`src/hdl/acesftm_pkg.sv`:
```
// ----------------------------------------------------------------------------
// acesftm_pkg
// Shared types, widths, register codes and reset values of the ACES filmic
// tone mapper.
// ----------------------------------------------------------------------------
package acesftm_pkg;

  // fixed field widths
  localparam int unsigned IW = 24;  // input channel word
  localparam int unsigned CW = 16;  // coefficient word
  localparam int unsigned QW = 8;   // display byte

  localparam int unsigned IN_FRAC_BITS_DEF = 16;

  // configuration register codes
  localparam int unsigned CFG_IDX_W = 3;
  localparam logic [CFG_IDX_W-1:0] REG_COEF_A = 3'd0;
  localparam logic [CFG_IDX_W-1:0] REG_COEF_B = 3'd1;
  localparam logic [CFG_IDX_W-1:0] REG_COEF_C = 3'd2;
  localparam logic [CFG_IDX_W-1:0] REG_COEF_D = 3'd3;
  localparam logic [CFG_IDX_W-1:0] REG_COEF_E = 3'd4;

  localparam logic [CW-1:0] COEF_A_RST = 16'd10281;
  localparam logic [CW-1:0] COEF_B_RST = 16'd123;
  localparam logic [CW-1:0] COEF_C_RST = 16'd9953;
  localparam logic [CW-1:0] COEF_D_RST = 16'd2417;
  localparam logic [CW-1:0] COEF_E_RST = 16'd573;

  // pipeline stage numbering
  localparam int unsigned ST_SQR     = 0;  // x*x, b*x, d*x
  localparam int unsigned ST_PART    = 1;  // coefficient partial products
  localparam int unsigned ST_PROD    = 2;  // partial products joined
  localparam int unsigned ST_SUM     = 3;  // numerator and denominator
  localparam int unsigned ST_PREP    = 4;  // flags, 255*num
  localparam int unsigned ST_DIV0    = 5;  // first quotient bit
  localparam int unsigned NUM_STAGES = ST_DIV0 + QW;

  typedef logic [NUM_STAGES-1:0] stage_en_t;

  typedef struct packed {
    logic [CW-1:0] a;
    logic [CW-1:0] b;
    logic [CW-1:0] c;
    logic [CW-1:0] d;
    logic [CW-1:0] e;
  } coef_t;

  // width of numerator / denominator sums at the common scale
  function automatic int unsigned sum_width(int unsigned frac_bits);
    int unsigned w;
    w = CW + 2 * IW;
    if (CW + IW + frac_bits > w) w = CW + IW + frac_bits;
    if (CW + 2 * frac_bits > w) w = CW + 2 * frac_bits;
    return w + 2;
  endfunction

endpackage

```
`src/hdl/acesftm_div.sv`:
```
// ----------------------------------------------------------------------------
// acesftm_div
// Clamp and byte quotient floor(255*num/den): one preparation stage, then
// one restoring-division stage per quotient bit.
// ----------------------------------------------------------------------------
module acesftm_div #(
  parameter int unsigned IN_FRAC_BITS = acesftm_pkg::IN_FRAC_BITS_DEF
) (
  input  logic                                             clk_i,
  input  acesftm_pkg::stage_en_t                           en_i,
  input  logic [acesftm_pkg::sum_width(IN_FRAC_BITS)-1:0]  num_i,
  input  logic [acesftm_pkg::sum_width(IN_FRAC_BITS)-1:0]  den_i,
  output logic [acesftm_pkg::QW-1:0]                       byte_o
);
  import acesftm_pkg::*;

  localparam int unsigned SW = sum_width(IN_FRAC_BITS);
  localparam int unsigned RW = SW + QW;

  logic [RW-1:0] rem_q  [QW];
  logic [SW-1:0] den_q  [QW];
  logic          zero_q [QW+1];
  logic          sat_q  [QW+1];
  logic [QW-1:0] quo_q  [QW+1];

  // 255*num as (num << 8) - num
  always_ff @(posedge clk_i) begin
    if (en_i[ST_PREP]) begin
      zero_q[0] <= (den_i == '0);
      sat_q[0]  <= (num_i >= den_i);
      rem_q[0]  <= (RW'(num_i) << QW) - RW'(num_i);
      den_q[0]  <= den_i;
      quo_q[0]  <= '0;
    end
  end

  for (genvar j = 0; j < QW; j++) begin : g_bit
    localparam int unsigned K = QW - 1 - j;
    logic [RW-1:0] trial;
    logic          take;

    assign trial = RW'(den_q[j]) << K;
    assign take  = (rem_q[j] >= trial);

    always_ff @(posedge clk_i) begin
      if (en_i[ST_DIV0 + j]) begin
        zero_q[j+1] <= zero_q[j];
        sat_q[j+1]  <= sat_q[j];
        quo_q[j+1]  <= quo_q[j] | (QW'(take) << K);
      end
    end

    if (j < QW - 1) begin : g_carry
      always_ff @(posedge clk_i) begin
        if (en_i[ST_DIV0 + j]) begin
          rem_q[j+1] <= take ? (rem_q[j] - trial) : rem_q[j];
          den_q[j+1] <= den_q[j];
        end
      end
    end
  end

  // zero denominator wins over saturation
  assign byte_o = zero_q[QW] ? '0 : (sat_q[QW] ? '1 : quo_q[QW]);

endmodule

```
`config.mk`:
```
export PLATFORM = sky130hd
export DESIGN_NAME = acesftm_div
export DESIGN_NICKNAME = d
export VERILOG_FILES = /design/src/hdl/acesftm_pkg.sv /design/src/hdl/acesftm_div.sv
export SDC_FILE = /design/constraint.sdc
export NUM_CORES = 2
export LEC_CHECK = 0
export BUFFER_PORTS_ARGS = -buffer_cell sky130_fd_sc_hd__buf_2
export CAP_MARGIN = 20
export CORE_ASPECT_RATIO = 0.5
export CORE_UTILIZATION = 65
export CTS_CLUSTER_DIAMETER = 60
export DETAILED_ROUTE_END_ITERATION = 12
export HOLD_SLACK_MARGIN = 0.12
export PLACE_DENSITY = 0.91
export REMOVE_ABC_BUFFERS = 1
export SLEW_MARGIN = 5
export SYNTH_ARGS = -nofsm -noshare
export SYNTH_HDL_FRONTEND = slang
export SYNTH_SLANG_ARGS = --single-unit
```
`constraint.sdc`:
```
create_clock -name clk_i -period 10.5 [get_ports clk_i]
set_clock_uncertainty 0.05 [all_clocks]
set_input_delay 2.625 -clock clk_i [delete_from_list [all_inputs] [get_ports clk_i]]
set_output_delay 2.625 -clock clk_i [all_outputs]
set_load 0.005 [all_outputs]
```
# ---- Yosys cells after proc, flatten, opt, wreduce, memory -nomap -nowiden
# Memory sizes are Yosys's and may differ from the RTL's.
# Index checks and enable logic that the tools add are counted.
dict set report op_classes {
  n_addsub 8
  magnitude_cmp 9
  mux 27
  bitwise_logic 8
  n_reduce_logical 1
}
# operator count
set ops {}
lappend ops {{$mux W74} 7}
lappend ops {{$ge A74 B66 Y1} 1}
lappend ops {{$ge A74 B67 Y1} 1}
lappend ops {{$ge A74 B68 Y1} 1}
lappend ops {{$ge A74 B69 Y1} 1}
lappend ops {{$ge A74 B70 Y1} 1}
lappend ops {{$ge A74 B71 Y1} 1}
lappend ops {{$ge A74 B72 Y1} 1}
lappend ops {{$ge A74 B73 Y1} 1}
lappend ops {{$sub A74 B66 Y74} 1}
lappend ops {{$sub A74 B67 Y74} 1}
lappend ops {{$sub A74 B68 Y74} 1}
lappend ops {{$sub A74 B69 Y74} 1}
lappend ops {{$sub A74 B70 Y74} 1}
lappend ops {{$sub A74 B71 Y74} 1}
lappend ops {{$sub A74 B72 Y74} 1}
lappend ops {{$sub A74 B73 Y74} 1}
lappend ops {{$ge A66 B66 Y1} 1}
lappend ops {{$logic_not A66 Y1} 1}
lappend ops {{$mux W1} 18}
lappend ops {{$mux W8} 2}
lappend ops {{$or A8 B1 Y8} 1}
lappend ops {{$or A8 B2 Y8} 1}
lappend ops {{$or A8 B3 Y8} 1}
lappend ops {{5 further kinds} 5}
dict set report word_totals {
  register_bits 0
  mem_bits_rw 1210
  inputBits 146
  out_inout_bits 8
  word_cells 58
  mem_count 5
}
# memory depth width rd rd_clocked_by_memory_dff wr line
set memory_table {}
lappend memory_table {rem_q 8 74 8 0 8 acesftm_div.sv:20} ;# logic [RW-1:0] rem_q [QW];
lappend memory_table {den_q 8 66 8 0 8 acesftm_div.sv:21} ;# logic [SW-1:0] den_q [QW];
lappend memory_table {quo_q 9 8 9 0 9 acesftm_div.sv:24} ;# logic [QW-1:0] quo_q [QW+1];
lappend memory_table {sat_q 9 1 9 0 9 acesftm_div.sv:23} ;# logic sat_q [QW+1];
lappend memory_table {zero_q 9 1 9 0 9 acesftm_div.sv:22} ;# logic zero_q [QW+1];

# ---- Longest topological paths before layout
# An unclocked memory read counts as a cell.
dict set report logic_depth {
  word_depth 3
  depth_mapped 18
  mapped_depth_nobuf 15
}

# ---- Least setup slack after synthesis
# Ideal clock, no wire load.
dict set report synth_path {
  path_kind {input -> register}
  from {input num_i[0] (netlist bit)}
  to {memory rem_q[0][66] (netlist bit), data pin}
  setup_time_ns 0.260
  t_arrival_ns 5.671
  required_ns 10.190
  setup_slack_ns 4.518
  path_stages 13
  path_buffers 0
  cell_sequence {inv_1 -> ha_1 -> or4b_4 -> or4_4 -> a31oi_4 -> a31oi_4 -> o21ai_4 -> a21oi_2 -> or2_4 -> o21a_1 -> o31a_2 -> a311oi_2 -> xnor2_1}
}
# item line
set synth_rtl {}
lappend synth_rtl {{from (decl)} acesftm_div.sv:11} ;# input logic [acesftm_pkg::sum_width(IN_FRAC_BITS)-1:0] num_i,
lappend synth_rtl {{to (decl)} acesftm_div.sv:20}

==> run summary <==
Result of the run: complete, no violations
Overflow left after global routing: 0
Final std cell area, no fill: 82000 µm²
Total cell area at the placement stage: 78600 µm²
Number of rows in the core area: 88
Number of antenna violations at the first check in global routing: 4
Complex-gate fraction of the synthesized area: 19.0%
Top library cells by usage in the layout, fill and taps aside: sky130_fd_sc_hd__edfxtp_1, sky130_fd_sc_hd__a21oi_1, sky130_fd_sc_hd__inv_1
Post-route non-filler standard cell count: 9496
Category of the most critical setup path: register to register
Async S/R FF share, synth: 0%
Core area: 116000 µm²
Fin. max-slew vios: 0
Final clock period utilization by the worst path: 60.4%
Total of warnings raised by yosys: 0
Post-CTS setup buffer count: 0
Top cell by count, worst path: sky130_fd_sc_hd__nor4_1
Start point of the worst hold path: quo_q[0][47]
Total standard cell area after synthesis: 76800 µm²
Max Freq: 158 MHz
Number of maximum-capacitance constraint violations: 0
Clk sink count: 1174
Final Critical Period: 6340 ps
Nets@finish: 8642
Kind of launch point of the worst setup path: register
Nature of the critical path endpoint: register
Dominant combinational cell family by area after synthesis: compound AO/OA/AOI/OAI gates
Post-synthesis mux area share: 0.790%
Leading cell type in the layout, fill and taps excluded: sky130_fd_sc_hd__edfxtp_1
Post-Synthesis Cells: 7850
Drt first-iter violations: 9514
Met3 wire length: 23600 µm
Power Total: 22200 µW
Fraction of the mapped netlist area in adder cells: 10.8%
Die H: 245 µm
Routed wire length on met2: 81200 µm
Dpl cells: 9308
Worst-skew pair later-pin latency: 730 ps
Input/output buffers: 149
Wire length of the first global-routing pass: 308000 µm
Vias per cell: 6.44
Inserted Clock Buffers: 100
Post-CTS Hold Buffers: 0
Slew Limit Headroom: 14.1%
Synthesized flop and latch total: 1174
Vias after detailed routing: 61100
Count of endpoints failing hold in the final timing report: 0
Deepest level of the CTS H-tree: 3
Highest Signal Layer: met4
Unrepaired setup endpoints after global routing: no
TritonRoute pass-1 iters: 9
Die boundary width: 488 µm
Worst-case clock buffer depth: 3
Per-instance average area after synthesis: 9.78 µm²
Crit-path cells: inv_1 -> ha_1 -> and3_1 -> nand2_1 -> or4_1 -> nor4_1 -> nand4_1 -> nor4_1 -> a2111oi_0 -> o21ai_4 -> buf_4 -> mux2_2
Xor and xnor area share after synthesis: 5.99%
Ratio of cells with drive above 1 in the final layout: 5.91%
Sum of routed wire segments on met1: 85600 µm
Starting utilization of the core area: 66.1%
Gp weighted congestion: 1.01
Worst-path cell with the longest stage delay: sky130_fd_sc_hd__nor4_1
I/O pin total: 154
Number of library cell types mapped by synthesis: 99
Routed wirelength normalized by instance count: 21.0 µm
Clock root buffer master: sky130_fd_sc_hd__clkbuf_16
Power per Cell Area: 270 nW/µm²
Worst VDD drop: 166 µV
Simple-gate share of the synthesized area: 12.1%
Area growth syn-to-layout: 6.79%
Number of global-route vias before repair: 55600
Post-detailed-placement half-perimeter wirelength: 155000 µm
Reg2Reg Launch Point: den_q[0][39]
Worst Max-Slew Pin Slew: 1280 ps
Largest net degree at the start of global routing: 112
Commonest register cell after synthesis: sky130_fd_sc_hd__edfxtp_1
Source of the critical timing path: den_q[0][39]
Count of nets left with antenna violations after detail routing: 0
Clock tree from TritonCTS: built
Full die area: 120000 µm²
Post-detailed-routing wire length: 200000 µm
Proportion of synthesized chip area in sequential cells: 45.9%
Clock transition at the register clock pins on the worst setup and hold paths after CTS: 80 ps
DRC violations left: 0
Delay of the slowest cell on the worst path: 1090 ps
Number of enable-type register cells in the synthesized netlist: 1174
CP arrival: 6740 ps
Post-cts sizing count: 0
Setup-violating endpoint count in the final report: 0
Leakage Power: 0.0338 µW
Critical-path maximum fanout: 78
Total routing usage reported by global routing: 32.9%
Crit path required time: 10900 ps
Min-Delay Path Class: register to register
Worst R2R Setup Slack: 4160 ps
Setup TNS: 0 ps
power breakdown:
group | internal (µW) | switching (µW)
Sequential | 6930 | 886
Clock | 2150 | 1700
Combinational | 4130 | 6380
Total | 13200 | 8970
routing by layer:
layer	global-route usage, %	vias to the layer above
met4	13.4	0
met3	4.56	502
met2	47.3	3781
met5	0	-
li1	-	28600
met1	49.9	28300
stage by stage:
step,utilization (%),worst slack [ps],hold WS [ps]
floorplan,-,430,350
global placement,67.7,3970,351
detailed placement,67.7,3960,355
CTS,70.6,4150,371
global route,70.6,4100,375
finish,70.6,4160,369
state kept, by name (all words and copies together) (netlist names):
signal / flops
den_q: 528
quo_q: 36
sat_q: 9
zero_q: 9
rem_q: 592
worst max-delay path, delay by kind of cell, from the launching register on:
family | cells | cell delay (ps)
compound gates | 2 | 520
fa+ha+maj | 1 | 470
flops | 1 | 420
mux | 1 | 460
buf+inv | 2 | 790
simple gates | 6 | 3290
synthesized netlist by cell type (17+ instances only):
| library cell | n | area [µm²] |
|---|---|---|
| sky130_fd_sc_hd__buf_2 | 24 | 120 |
| sky130_fd_sc_hd__or2_2 | 23 | 144 |
| sky130_fd_sc_hd__nand2b_1 | 56 | 350 |
| sky130_fd_sc_hd__nand3_1 | 100 | 500 |
| sky130_fd_sc_hd__or3_1 | 17 | 106 |
| sky130_fd_sc_hd__nor3_1 | 94 | 470 |
| sky130_fd_sc_hd__o21ai_0 | 606 | 3030 |
| sky130_fd_sc_hd__a31oi_1 | 80 | 500 |
| sky130_fd_sc_hd__nor4_1 | 70 | 438 |
| sky130_fd_sc_hd__ha_1 | 653 | 8170 |
| sky130_fd_sc_hd__mux2_2 | 53 | 597 |
| sky130_fd_sc_hd__nor2b_1 | 57 | 357 |
| sky130_fd_sc_hd__o211ai_1 | 38 | 285 |
| sky130_fd_sc_hd__and2_1 | 35 | 219 |
| sky130_fd_sc_hd__xnor2_1 | 284 | 2490 |
| sky130_fd_sc_hd__o21a_1 | 69 | 518 |
| sky130_fd_sc_hd__and3_1 | 49 | 307 |
| sky130_fd_sc_hd__o31ai_1 | 40 | 300 |
| sky130_fd_sc_hd__xor2_1 | 241 | 2110 |
| sky130_fd_sc_hd__and4_1 | 19 | 166 |
| sky130_fd_sc_hd__edfxtp_1 | 1174 | 35300 |
| sky130_fd_sc_hd__o21bai_1 | 101 | 758 |
| sky130_fd_sc_hd__clkbuf_1 | 240 | 901 |
| sky130_fd_sc_hd__inv_1 | 815 | 3060 |
| sky130_fd_sc_hd__a21boi_0 | 28 | 210 |
| sky130_fd_sc_hd__nand4_1 | 197 | 1230 |
| sky130_fd_sc_hd__nand2_1 | 678 | 2540 |
| sky130_fd_sc_hd__a211oi_1 | 52 | 390 |
| sky130_fd_sc_hd__a21o_1 | 309 | 2320 |
| sky130_fd_sc_hd__nor2_1 | 498 | 1870 |
| sky130_fd_sc_hd__a21oi_1 | 823 | 4120 |
final timing paths:
| check | to | cells past startpoint |
|---|---|---|
| setup / recovery | rem_q[1][23] | 12 |
| hold / removal | quo_q[0][55] | 0 |
| setup reg to reg | rem_q[1][23] | 12 |
| hold reg to reg | quo_q[0][55] | 0 |
logic make-up (layout without fill, tap and decap cells):
family / Yosys count / in the layout
AOI/OAI and AO/OA: 2379 / 2379
and+or+nand+nor: 1959 / 1959
DFF: 1174 / 1174
buffers and inverters: 1099 / 1166
adders and majority gates: 660 / 660
xor gates and xnor gates: 525 / 525
muxes: 54 / 54
other: 0 / 4
layout make-up:
class | count | area [µm²]
Antenna cell | 4 | 10.0
Clock buffer | 115 | 2620
Clock inverter | 68 | 752
Fill cell | 8155 | 34200
Inverter | 815 | 3060
Multi-Input combinational cell | 5577 | 37400
Sequential cell | 1174 | 35300
Tap cell | 1575 | 1970
Timing Repair Buffer | 168 | 940
No activity file was read; power rests on OpenSTA's default activity.
