**src/hdl/acesftm_pkg.sv**
```systemverilog
// ----------------------------------------------------------------------------
// acesftm_pkg
// Shared types, widths, register codes and reset values of the ACES filmic
// tone mapper.
// ----------------------------------------------------------------------------
package acesftm_pkg;

  // fixed field widths
  localparam int unsigned IW = 24;  // input channel word
  localparam int unsigned CW = 16;  // coefficient word
  localparam int unsigned QW = 8;   // display byte

  localparam int unsigned IN_FRAC_BITS_DEF = 16;

  // configuration register codes
  localparam int unsigned CFG_IDX_W = 3;
  localparam logic [CFG_IDX_W-1:0] REG_COEF_A = 3'd0;
  localparam logic [CFG_IDX_W-1:0] REG_COEF_B = 3'd1;
  localparam logic [CFG_IDX_W-1:0] REG_COEF_C = 3'd2;
  localparam logic [CFG_IDX_W-1:0] REG_COEF_D = 3'd3;
  localparam logic [CFG_IDX_W-1:0] REG_COEF_E = 3'd4;

  localparam logic [CW-1:0] COEF_A_RST = 16'd10281;
  localparam logic [CW-1:0] COEF_B_RST = 16'd123;
  localparam logic [CW-1:0] COEF_C_RST = 16'd9953;
  localparam logic [CW-1:0] COEF_D_RST = 16'd2417;
  localparam logic [CW-1:0] COEF_E_RST = 16'd573;

  // pipeline stage numbering
  localparam int unsigned ST_SQR     = 0;  // x*x, b*x, d*x
  localparam int unsigned ST_PART    = 1;  // coefficient partial products
  localparam int unsigned ST_PROD    = 2;  // partial products joined
  localparam int unsigned ST_SUM     = 3;  // numerator and denominator
  localparam int unsigned ST_PREP    = 4;  // flags, 255*num
  localparam int unsigned ST_DIV0    = 5;  // first quotient bit
  localparam int unsigned NUM_STAGES = ST_DIV0 + QW;

  typedef logic [NUM_STAGES-1:0] stage_en_t;

  typedef struct packed {
    logic [CW-1:0] a;
    logic [CW-1:0] b;
    logic [CW-1:0] c;
    logic [CW-1:0] d;
    logic [CW-1:0] e;
  } coef_t;

  // width of numerator / denominator sums at the common scale
  function automatic int unsigned sum_width(int unsigned frac_bits);
    int unsigned w;
    w = CW + 2 * IW;
    if (CW + IW + frac_bits > w) w = CW + IW + frac_bits;
    if (CW + 2 * frac_bits > w) w = CW + 2 * frac_bits;
    return w + 2;
  endfunction

endpackage

```
**src/hdl/acesftm_regs.sv**
```systemverilog
// ----------------------------------------------------------------------------
// acesftm_regs
// Curve coefficient registers with write decode.
// ----------------------------------------------------------------------------
module acesftm_regs (
  input  logic                                clk_i,
  input  logic                                rst_ni,
  input  logic                                cfg_valid_i,
  input  logic [acesftm_pkg::CFG_IDX_W-1:0]   cfg_index_i,
  input  logic [acesftm_pkg::CW-1:0]          cfg_data_i,
  output acesftm_pkg::coef_t                  coef_o
);
  import acesftm_pkg::*;

  coef_t coef_d, coef_q;

  always_comb begin
    coef_d = coef_q;
    if (cfg_valid_i) begin
      unique case (cfg_index_i)
        REG_COEF_A: coef_d.a = cfg_data_i;
        REG_COEF_B: coef_d.b = cfg_data_i;
        REG_COEF_C: coef_d.c = cfg_data_i;
        REG_COEF_D: coef_d.d = cfg_data_i;
        REG_COEF_E: coef_d.e = cfg_data_i;
        default: ;  // unmapped index: dropped
      endcase
    end
  end

  always_ff @(posedge clk_i or negedge rst_ni) begin
    if (!rst_ni) begin
      coef_q.a <= COEF_A_RST;
      coef_q.b <= COEF_B_RST;
      coef_q.c <= COEF_C_RST;
      coef_q.d <= COEF_D_RST;
      coef_q.e <= COEF_E_RST;
    end else begin
      coef_q <= coef_d;
    end
  end

  assign coef_o = coef_q;

endmodule

```
**config.mk**
```make
export PLATFORM = sky130hd
export DESIGN_NAME = acesftm_regs
export DESIGN_NICKNAME = d
export VERILOG_FILES = /design/src/hdl/acesftm_pkg.sv /design/src/hdl/acesftm_regs.sv
export SDC_FILE = /design/constraint.sdc
export NUM_CORES = 1
export LEC_CHECK = 0
export ABC_AREA = 1
export BUFFER_PORTS_ARGS = -buffer_cell sky130_fd_sc_hd__buf_2
export CAP_MARGIN = 15
export CORE_MARGIN = 5
export CORE_UTILIZATION = 40
export CTS_CLUSTER_SIZE = 25
export DETAILED_ROUTE_END_ITERATION = 10
export GPL_TIMING_DRIVEN = 0
export REMOVE_ABC_BUFFERS = 1
export SLEW_MARGIN = 20
export SYNTH_ARGS = -nofsm -noshare
export SYNTH_HDL_FRONTEND = slang
export SYNTH_SLANG_ARGS = --single-unit
```
**constraint.sdc**
```tcl
create_clock -name clk_i -period 2.36 [get_ports clk_i]
set_clock_uncertainty 0.2 [all_clocks]
set_input_delay 0.236 -clock clk_i [delete_from_list [all_inputs] [get_ports clk_i]]
set_output_delay 0.236 -clock clk_i [all_outputs]
set_load 0.01 [all_outputs]
```
After elaboration in Yosys (flattened, before gate mapping):

Index checks and enable logic that the tools add are counted.
W data, S select, Z words.

* output and inout bits: 80
* word-level logic and storage cells: 15
* register bits after elaboration: 80
* bits in read-only memories: 0
* bits in writable memories: 0
* bits in latches: 0
* memories kept: 0

* eq/ne operators: 4
* $mul: 0
* bitwise gates (word level): 0
* shift operators: 0
* $lt $le $gt $ge: 0
* multiplexer cells: 0
* reductions and logical operators: 6
* add/sub/neg operators: 0
* div/mod/pow operators: 0

Operators by type and width (count)
* $reduce_and A2 Y1: 5
* $eq A3 B2 Y1 const B: 2
* $eq A3 B1 Y1 const B: 1
* $eq A3 B3 Y1 const B: 1
* $logic_not A3 Y1: 1

Depth between registers and ports, before layout:

Gate-level depths: netlist (run 1).

* word-level depth: 2
* depth in mapped cells: 6

Least setup slack after synthesis (run 1):

OpenSTA, ideal clock, no wires.

* path kind: in2reg
* start point: input port cfg_valid_i
* end point: register coef_q, in the netlist coef_o[65]
* buffers on the path: 1
* arrival: 831 ps
* stages: 6
* library setup time: 117 ps
* slack: 1212 ps
* cell sequence: inv_2 nor2_8 nand2_1 buf_4 nand2_1 nand2_1

* longest elaborated chain between the ends: 1

RTL lines
* from (decl): line acesftm_regs.sv:8 `input logic cfg_valid_i,`
* $reduce_and A2 Y1 (no source line)
* to (signal assigned): line acesftm_regs.sv:39 `coef_q <= coef_d;`
* to (decl): line acesftm_regs.sv:15 `coef_t coef_d, coef_q;`

No other way between the ends.
A chain may end at the register's enable or synchronous reset.

Worst setup path after layout (run 1):

* start point: input port cfg_index_i[0] (netlist bit)
* end point: register coef_q, in the netlist coef_o[78]

* longest elaborated chain between the ends: 2

RTL lines
* from (decl): line acesftm_regs.sv:9 `input logic [acesftm_pkg::CFG_IDX_W-1:0] cfg_index_i,`
* $logic_not A3 Y1: line acesftm_regs.sv:20 `unique case (cfg_index_i)`
* $reduce_and A2 Y1 (no source line)

No other way between the ends.

==> results.md, run 1 <==
- Fin area: 4208 sq um
- Total gr overflow: 0
- Max FFs per register: 80
- Number of DRC markers in iteration 0: 169
- DRC viols: 0
- Dpl cells: 546
- Num ports: 102
- ANT nets after route: 0
- Share of Yosys cell area claimed by the top area cell type: 0.3812
- Pwr/cell area: 882.3 nW/um^2
- DR vias: 2755
- CTS root buf: clkbuf_8
- Flop pwr share: 0.495
- First-pass GRT wire length: 14260 microns
- Via/cell ratio: 4.758
- Switching Power: 1095 uW
- Worst-Skew Late Latency: 350 ps
- Fmax: 0.5560 GHz
- Cell taking the most area after synthesis: dfrtp_1
- Slew @ Worst Pin: 793.1 ps
- CTS tree: built
- Max clock buf depth: 2
- Die area: 10120 sq um
- Nets: 491
- Switch share: 0.2950
- Flops & latches, synth: 80
- Most frequent CP cell: nand2_1
- Yosys warns: 0
- Mapped cell area: 3282 sq um
- # fillers: 817
- Worst slew margin: 0.4700
- Arr. time, crit path: 1840 ps
- Crit-path cells: buf_2 > nor2_4 > nand2_1 > nand2_1 > nand2_1
- Cell variety after synth: 14
- # hold bufs at CTS: 17
- Startpoint types: input pin
- Vias in the first global route: 2694
- Hold Crit Class: in2reg
- Setup_tns: 0 ps
- Worst reg2reg path depth: 2
- CTS Buf Count: 9
- Register area share after synthesis: 0.6214
- Top post-synthesis cells by area: dfrtp_1 38%, dfstp_2 24%, nand2_1 20%, nand3_1 9.8%, buf_6 1.4%
- RePlAce Congestion: 0.7649
- Final setup viols: 0
- Port-buffer cells: 101
- Total clock sinks: 80
- Drt wl/cell: 15.03 microns
- Clk network pwr share: 0.292
- Crit share post-route: 0.7621
- Slew Viols, Final: 0
- Hpwl dp: 5898 microns
- Drt pass-1 iters: 5
- Die Y: 100.6 microns
- Setup CP Type: in2reg
- Final WL: 8704 microns
- H-tree levels: 3
- Min-Delay Path Depth: 5
- Non-Filler Instances: 579
- Largest net degree at the start of global routing: 53
- Internal: 2618 uW
- Initial antenna violation count: 0
- Placement Cell Area: 3820 sq um
- Peak supply drop: 0.4054 mV
- Antenna cells: 0
- Final core occ: 0.5199
- Horiz. Die Dim: 100.6 microns
- Layout cell share with drive strength beyond 1: 0.3418
- Logic pwr share: 0.213
- Worst Setup End Kind: flop
- Leakage: 0.002333 uW
- Slowest cell delay on critical path: 640 ps
- Core area: 8093 sq um
- CP max FO: 34
- Clock-pin slew on the worst setup and hold paths: 80 ps
- Initial Utilization: 0.4055
- RSZ-0062 raised after global routing: false
- Post-CTS resize count: 0
- Tot GR Track Use: 0.1822
- Status: complete, no violations
- CP max stage cell: nor2_4
- Num rows: 33
- Minimum clock period: 1799 ps
- Synth Instances: 356
- WHS: 108.9 ps
- Worst EP required: 2400 ps
- Reported max-cap violation count: 0
- Final hold violations: 0
- Post-CTS setup buffer count: 0
- Area growth syn-to-layout: 28.21%
- Synthesized area per cell: 9.219 sq um
[cell families (layout without fill, tap and decap cells)]
| family | after synthesis | count (layout) | share of synthesized area |
|---|---|---|---|
| buffers and inverters | 23 | 141 | 0.04384 |
| flip-flops | 80 | 80 | 0.6214 |
| AND/OR/NAND/NOR | 253 | 253 | 0.3347 |
[synthesized netlist by cell type, drive strengths merged]
cell / instances
buf: 16
clkbuf: 1
dfrtp: 50
dfstp: 30
inv: 6
nand2: 184
nand3: 64
nor2: 5
[power by group through the flow]
| stage | clock network, uW | logic [uW] | registers [uW] |
|---|---|---|---|
| floorplan | 0 | 244 | 1980 |
| detailed placement | 0 | 789 | 1860 |
| global placement | 0 | 769 | 1850 |
| CTS | 1120 | 810 | 1840 |
| global route | 1180 | 885 | 1870 |
| finish | 1090 | 791 | 1840 |
[placed cells by master, fill, tap and decap left out, drive strengths merged]
cell type / n
dfrtp: 50
inv: 6
nand3: 64
nor2: 5
clkinv: 1
clkbuf: 14
dfstp: 30
buf: 102
bufinv: 1
dlygate4sd3: 17
nand2: 184
[path summary, 6_finish.rpt]
check | from | end | slack (ps)
max | cfg_index_i[0] | coef_o[78] | 560
min | cfg_valid_i | coef_o[27] | 110
max reg2reg | coef_o[21] | coef_o[21] | 1430
min reg2reg | coef_o[41] | coef_o[41] | 260
max in group asynchronous | rst_ni | coef_o[9] | 1100
min in group asynchronous | rst_ni | coef_o[12] | 190
[critical path, delay by kind of cell]
family / cells / cell delay, ps
AND/OR/NAND/NOR: 4 / 1450
buffers and inverters: 1 / 150
[per-layer routing]
metal	vias up	routed length [microns]	GRT usage
met1	1312	3821	0.2449
met2	81	4212	0.2866
met4	0	174	0.06736
li1	1350	-	-
met5	-	0	0
met3	12	495	0.04360
[layout make-up]
cell class / count / area, sq um / area share
clock buffer: 14 / 182.7 / 0.04341
sequential: 80 / 2039 / 0.4847
tap: 105 / 131.4 / 0.03122
clock inverter: 2 / 35.03 / 0.008326
multi-input combinational: 253 / 1099 / 0.2611
timing repair buffer: 119 / 698.2 / 0.1659
inverter: 6 / 22.52 / 0.005352
[per-stage QoR]
| stage | total power [uW] | setup WS, ps |
|---|---|---|
| 2_1_floorplan | 2224 | 837.4 |
| 3_3_place_gp | 2621 | 213.6 |
| 3_5_place_dp | 2647 | 218.8 |
| 4_1_cts | 3765 | 596.0 |
| 5_1_grt | 3933 | 381.4 |
| 6_report | 3713 | 561.4 |
Note: power is estimated with default switching activity, not from simulation.
==> run 2: changes to the inputs <==
- clock period: 2.36 -> 1.78 ns (I/O delays scaled with it)
==> results.md, run 2 (synthesis results as in run 1) <==
- Status: complete, no violations
- Top delay family on crit path: simple AND/OR/NAND/NOR gates
- Total gr overflow: 0 (unchanged)
- Worst-Skew Late Latency: 350 ps (about the same)
- Hold Crit Class: in2reg
- Sequential cell area: 2039 sq um (unchanged)
- Final setup viols: 0 (unchanged)
- Vias in the first global route: 2694 (unchanged)
- Area growth syn-to-layout: 28.48%
- Slew @ Worst Pin: 774.2 ps (-18.89 ps)
- Drt pass-1 iters: 4 (-1)
- Max clock buf depth: 2 (unchanged)
- Core area: 8093 sq um (unchanged)
- Port-buffer cells: 101 (unchanged)
- H-tree levels: 3 (unchanged)
- Hpwl dp: 5898 microns (unchanged)
- Die Y: 100.6 microns (unchanged)
- Drt wl/cell: 15.32 microns (+1.9%)
- Antenna cells: 0 (unchanged)
- Reported max-cap violation count: 0 (unchanged)
- Horiz. Die Dim: 100.6 microns (unchanged)
- Fin area: 4217 sq um (+0.21%)
- Leakage: 0.002336 uW (+0.11%)
- CP max stage cell: nor2_8
- ANT nets after route: 0 (unchanged)
- Placement Cell Area: 3820 sq um (unchanged)
- Layout cell share with drive strength beyond 1: 0.3453 (+0.003491)
- Worst path bufs/invs: 1 (unchanged)
- Minimum clock period: 1473 ps
- Slowest cell delay on critical path: 570 ps (-70 ps)
- Most frequent CP cell: nand2_1
- Most common cell after layout, fill and taps aside: nand2_1
- Number of DRC markers in iteration 0: 161 (-4.7%)
- Final core occ: 0.5210 (+0.001083)
- Initial Utilization: 0.4055 (unchanged)
- Final WL: 8888 microns (+2.1%)
- Area of the multi-input gates: 1107 sq um (+0.80%)
- WHS: 51.07 ps (-57.79 ps)
- CTS root buf: clkbuf_8
- Peak supply drop: 0.5352 mV (+32%)
- RSZ-0062 raised after global routing: false
- # fillers: 817 (unchanged)
- DRC viols: 0 (unchanged)
- Setup CP Type: in2reg
- First-pass GRT wire length: 14260 microns (unchanged)
- Slew Viols, Final: 0 (unchanged)
- RePlAce Congestion: 0.7649 (unchanged)
- CTS Buf Count: 9 (unchanged)
- Worst Setup End Kind: flop
- Worst EP required: 1820 ps (-580 ps)
- Via/cell ratio: 4.736 (-0.46%)
- Initial antenna violation count: 0 (unchanged)
- Pwr/cell area: 1169 nW/um^2 (+33%)
- Tot GR Track Use: 0.1822 (unchanged)
- Fmax: 0.6787 GHz
- Nets: 492 (+0.20%)
- Final hold violations: 0 (unchanged)
- DR vias: 2747 (-0.29%)
- Worst slew margin: 0.4833 (+0.01329)
- Startpoint types: input pin
- Num rows: 33 (unchanged)
- Clock-pin slew on the worst setup and hold paths: 80 ps (about the same)
- Crit share post-route: 0.8277
- CP max FO: 52 (+53%)
- CTS tree: built
- Largest net degree at the start of global routing: 53 (unchanged)
- Crit-path cells: buf_2 > nor2_8 > nand2_2 > nand2_1 > nand2_1
- Most frequent cells in the layout: 178 x nand2_1, 100 x buf_2, 64 x nand3_1, 50 x dfrtp_1, 30 x dfstp_2
- Num ports: 102 (unchanged)
- Max FFs per register: 80 (unchanged)
- Die area: 10120 sq um (unchanged)
- Arr. time, crit path: 1510 ps (-330 ps)
- Total clock sinks: 80 (unchanged)
==> run 2: changes by cell type in the layout (fill, tap and decap cells not counted), sizes merged <==
cell / before / now
nor2: 5 / 6
==> run 2: timing repair <==
action / 4_1_cts / 5_1_grt
hold endpoints to repair: 118 / 0
setup endpoints to repair: 0 / 16
setup buffers: 0 / 0
hold buffers: 17 / 0
gates resized for setup: 0 / 1
==> run 2: stage by stage <==
stage | cells | TNS [ps] | worst slack, ps | total power, uW
after floorplan | 339 | 0 | 315.4 | 2949
after global routing | 580 | 0 | 146.6 | 5220
after CTS | 579 | 0 | 73.96 | 4992
after global placement | 545 | -18580 | -308.4 | 3475
after detailed placement | 546 | -6761 | -303.2 | 3509
final | 580 | 0 | 306.7 | 4931
==> run 2: worst paths after layout <==
path / slack (ps) / to / cells after the start / start
worst min-delay path: 50 / coef_o[27] / 5 / cfg_valid_i
worst max-delay path: 310 / coef_o[78] / 5 / cfg_index_i[2]
worst min register to register: 260 / coef_o[41] / 2 / coef_o[41]
max in group asynchronous: 570 / coef_o[9] / 3 / rst_ni
worst max register to register: 840 / coef_o[21] / 2 / coef_o[21]
min in group asynchronous: 140 / coef_o[12] / 2 / rst_ni
==> run 2: layer usage <==
| layer | global-route usage | up-vias | share of wire |
|---|---|---|---|
| li1 | - | 1350 | - |
| met1 | 0.2449 | 1301 | 0.43 |
| met2 | 0.2866 | 84 | 0.49 |
| met3 | 0.04360 | 12 | 0.061 |
| met4 | 0.06736 | 0 | 0.019 |
| met5 | 0 | - | 0 |
==> run 2: worst min-delay path: cells and delay by family <==
kind | cells | cell delay (ps)
and+or+nand+nor | 4 | 300
buffers and inverters | 1 | 110
==> run 2: layout make-up <==
type / instances / area share
Multi-Input combinational cell: 254 / 0.2626
Timing Repair Buffer: 119 / 0.1656
Inverter: 6 / 0.005341
Tap cell: 105 / 0.03116
Sequential cell: 80 / 0.4837
Clock buffer: 14 / 0.04332
Clock inverter: 2 / 0.008309
==> run 2: report_power, final <==
part / switching, uW / total (uW) / internal, uW
clock network: 642 / 1440 / 801
registers: 187 / 2440 / 2250
logic: 631 / 1050 / 421
total: 1460 / 4930 / 3470
==> run 3: changes to the inputs <==
- PLACE_DENSITY: default -> 0.67
- clock period: 1.78 -> 1.33 ns (I/O delays scaled with it)
==> results.md, run 3 (synthesis results as in run 1) <==
- Num rows: 33 (unchanged)
- Pwr/cell area: 1541 nW/um^2 (+32%)
- Worst Setup Slack, final: 7.025 ps (-299.7 ps)
- Final hold violations: 0 (unchanged)
- R2R Setup Slk: 300 ps (-540 ps)
- Status: complete, no violations
- Arr. time, crit path: 990 ps (-520 ps)
- Worst EP required: 1000 ps (-820 ps)
- Antenna cells: 0 (unchanged)
- Slew @ Worst Pin: 743.4 ps (-30.71 ps)
- RSZ-0062 raised after global routing: true
- Area growth syn-to-layout: 34.50%
- Min-Delay Path Depth: 5 (unchanged)
- ANT nets after route: 0 (unchanged)
- Nets: 494 (+0.41%)
- Worst slew margin: 0.5038 (+0.02050)
- CTS root buf: clkbuf_8
- Setup CP Type: reg2out
- Worst slack, placed: -735.1 ps (-431.9 ps)
- Worst path bufs/invs: 1 (unchanged)
- Die Y: 100.6 microns (unchanged)
- Fmax: 0.7559 GHz
- Final WL: 9040 microns (+1.7%)
- Via/cell ratio: 4.814 (+1.6%)
- Drt wl/cell: 15.56 microns (+1.5%)
- Hold Crit Class: in2reg
- Number of DRC markers in iteration 0: 204 (+27%)
- Slowest cell delay on critical path: 560 ps (about the same)
- Largest net degree at the start of global routing: 52 (-1.9%)
- First-pass GRT wire length: 14590 microns (+2.3%)
- Crit share post-route: 0.9947
- Initial Utilization: 0.4055 (unchanged)
- Port-buffer cells: 101 (unchanged)
- Final setup viols: 0 (unchanged)
- Leakage: 0.002383 uW (+2.0%)
- Minimum clock period: 1323 ps
- Slew Viols, Final: 0 (unchanged)
- Initial antenna violation count: 0 (unchanged)
- CTS tree: built
- Worst reg2reg path depth: 3 (+1)
- Max FFs per register: 80 (unchanged)
- Most frequent cells in the layout: 178 x nand2_1, 70 x buf_2, 64 x nand3_1, 50 x dfrtp_1
- Total clock sinks: 80 (unchanged)
- Horiz. Die Dim: 100.6 microns (unchanged)
- Layout cell share with drive strength beyond 1: 0.3445 (-0.0007253)
- RePlAce Congestion: 0.7553 (-1.3%)
- Clock-pin slew on the worst setup and hold paths: 80 ps (about the same)
- Cell depth of the worst setup path: 1 (-4)
- H-tree levels: 3 (unchanged)
- Top delay family on crit path: flip-flops
- CP max FO: 2 (-96%)
- Peak supply drop: 0.6624 mV (+24%)
- Hpwl dp: 5901 microns (about the same)
- Core area: 8093 sq um (unchanged)
- Max clock buf depth: 2 (unchanged)
- Num ports: 102 (unchanged)
- Reported max-cap violation count: 0 (unchanged)
- Tot GR Track Use: 0.1854 (+0.003281)
- Worst Setup End Kind: output pin
- Most common cell after layout, fill and taps aside: nand2_1
- Worst-Skew Late Latency: 330 ps (-20 ps)
- WHS: 41.67 ps (-9.400 ps)
- Crit-path cells: buf_6
- Total gr overflow: 0 (unchanged)
- Vias in the first global route: 2770 (+2.8%)
- DRC viols: 0 (unchanged)
- DR vias: 2797 (+1.8%)
- CTS Buf Count: 9 (unchanged)
- Startpoint types: flop
- Drt pass-1 iters: 4 (unchanged)
- CP max stage cell: dfstp_2
- Die area: 10120 sq um (unchanged)
run 3: cell count changes in the layout (fill, tap and decap cells not counted), sizes merged:
cell / delta
clkbuf: -3
buf: +1
nor2: +1
bufinv: +1
clkinv: +1
run 3: path summary, 6_finish.rpt:
kind,startpoint,end
worst max-delay path,coef_o[22],coef_o[22]
worst min-delay path,cfg_valid_i,coef_o[20]
worst max register to register,coef_o[64],coef_o[64]
worst min register to register,coef_o[50],coef_o[50]
max in group asynchronous,rst_ni,coef_o[2]
min in group asynchronous,rst_ni,coef_o[36]
run 3: layout make-up:
type	instances	area, sq um
inverters	6	22.52
clock buffers	11	131.4
repair buffers	120	900.9
flip-flops and latches	80	2039
well taps	105	131.4
clock inverters	4	70.07
multi-input cells	255	1119
fillers	764	3679
run 3: timing repair:
item                                    in CTS  in global routing
setup buffers                                0                  1
pin swaps                                    2                  0
gates cloned                                 2                  0
endpoints found under the setup margin      78                 30
hold endpoints to repair                   138                  0
hold buffers                                17                  0
gates resized for setup                     33                  0
run 3: routing by layer:
layer,track usage,wire length (microns),vias up
li1,-,-,1357
met1,0.2442,3744,1334
met2,0.3068,4539,95
met3,0.03391,589,11
met4,0.06528,166,0
met5,0,0,-
run 3: stage by stage:
stage | util | std cells | setup TNS [ps] | instance area (sq um) | power [uW]
3_3_place_gp | 0.4692 | 545 | -72610 | 3797 | 4651
4_1_cts | 0.5445 | 580 | -55.66 | 4407 | 6875
3_5_place_dp | 0.4729 | 546 | -34930 | 3827 | 4703
6_report | 0.5455 | 581 | 0 | 4414 | 6804
5_1_grt | 0.5455 | 581 | -625.1 | 4414 | 7218
2_1_floorplan | - | 339 | -1236 | 3161 | 3946
run 3: power breakdown:
group          total [uW]  switching (uW)  internal, uW
Combinational        1630             866           768
Sequential           3300             286          3010
Clock                1870             826          1040
Total                6800            1980          4830
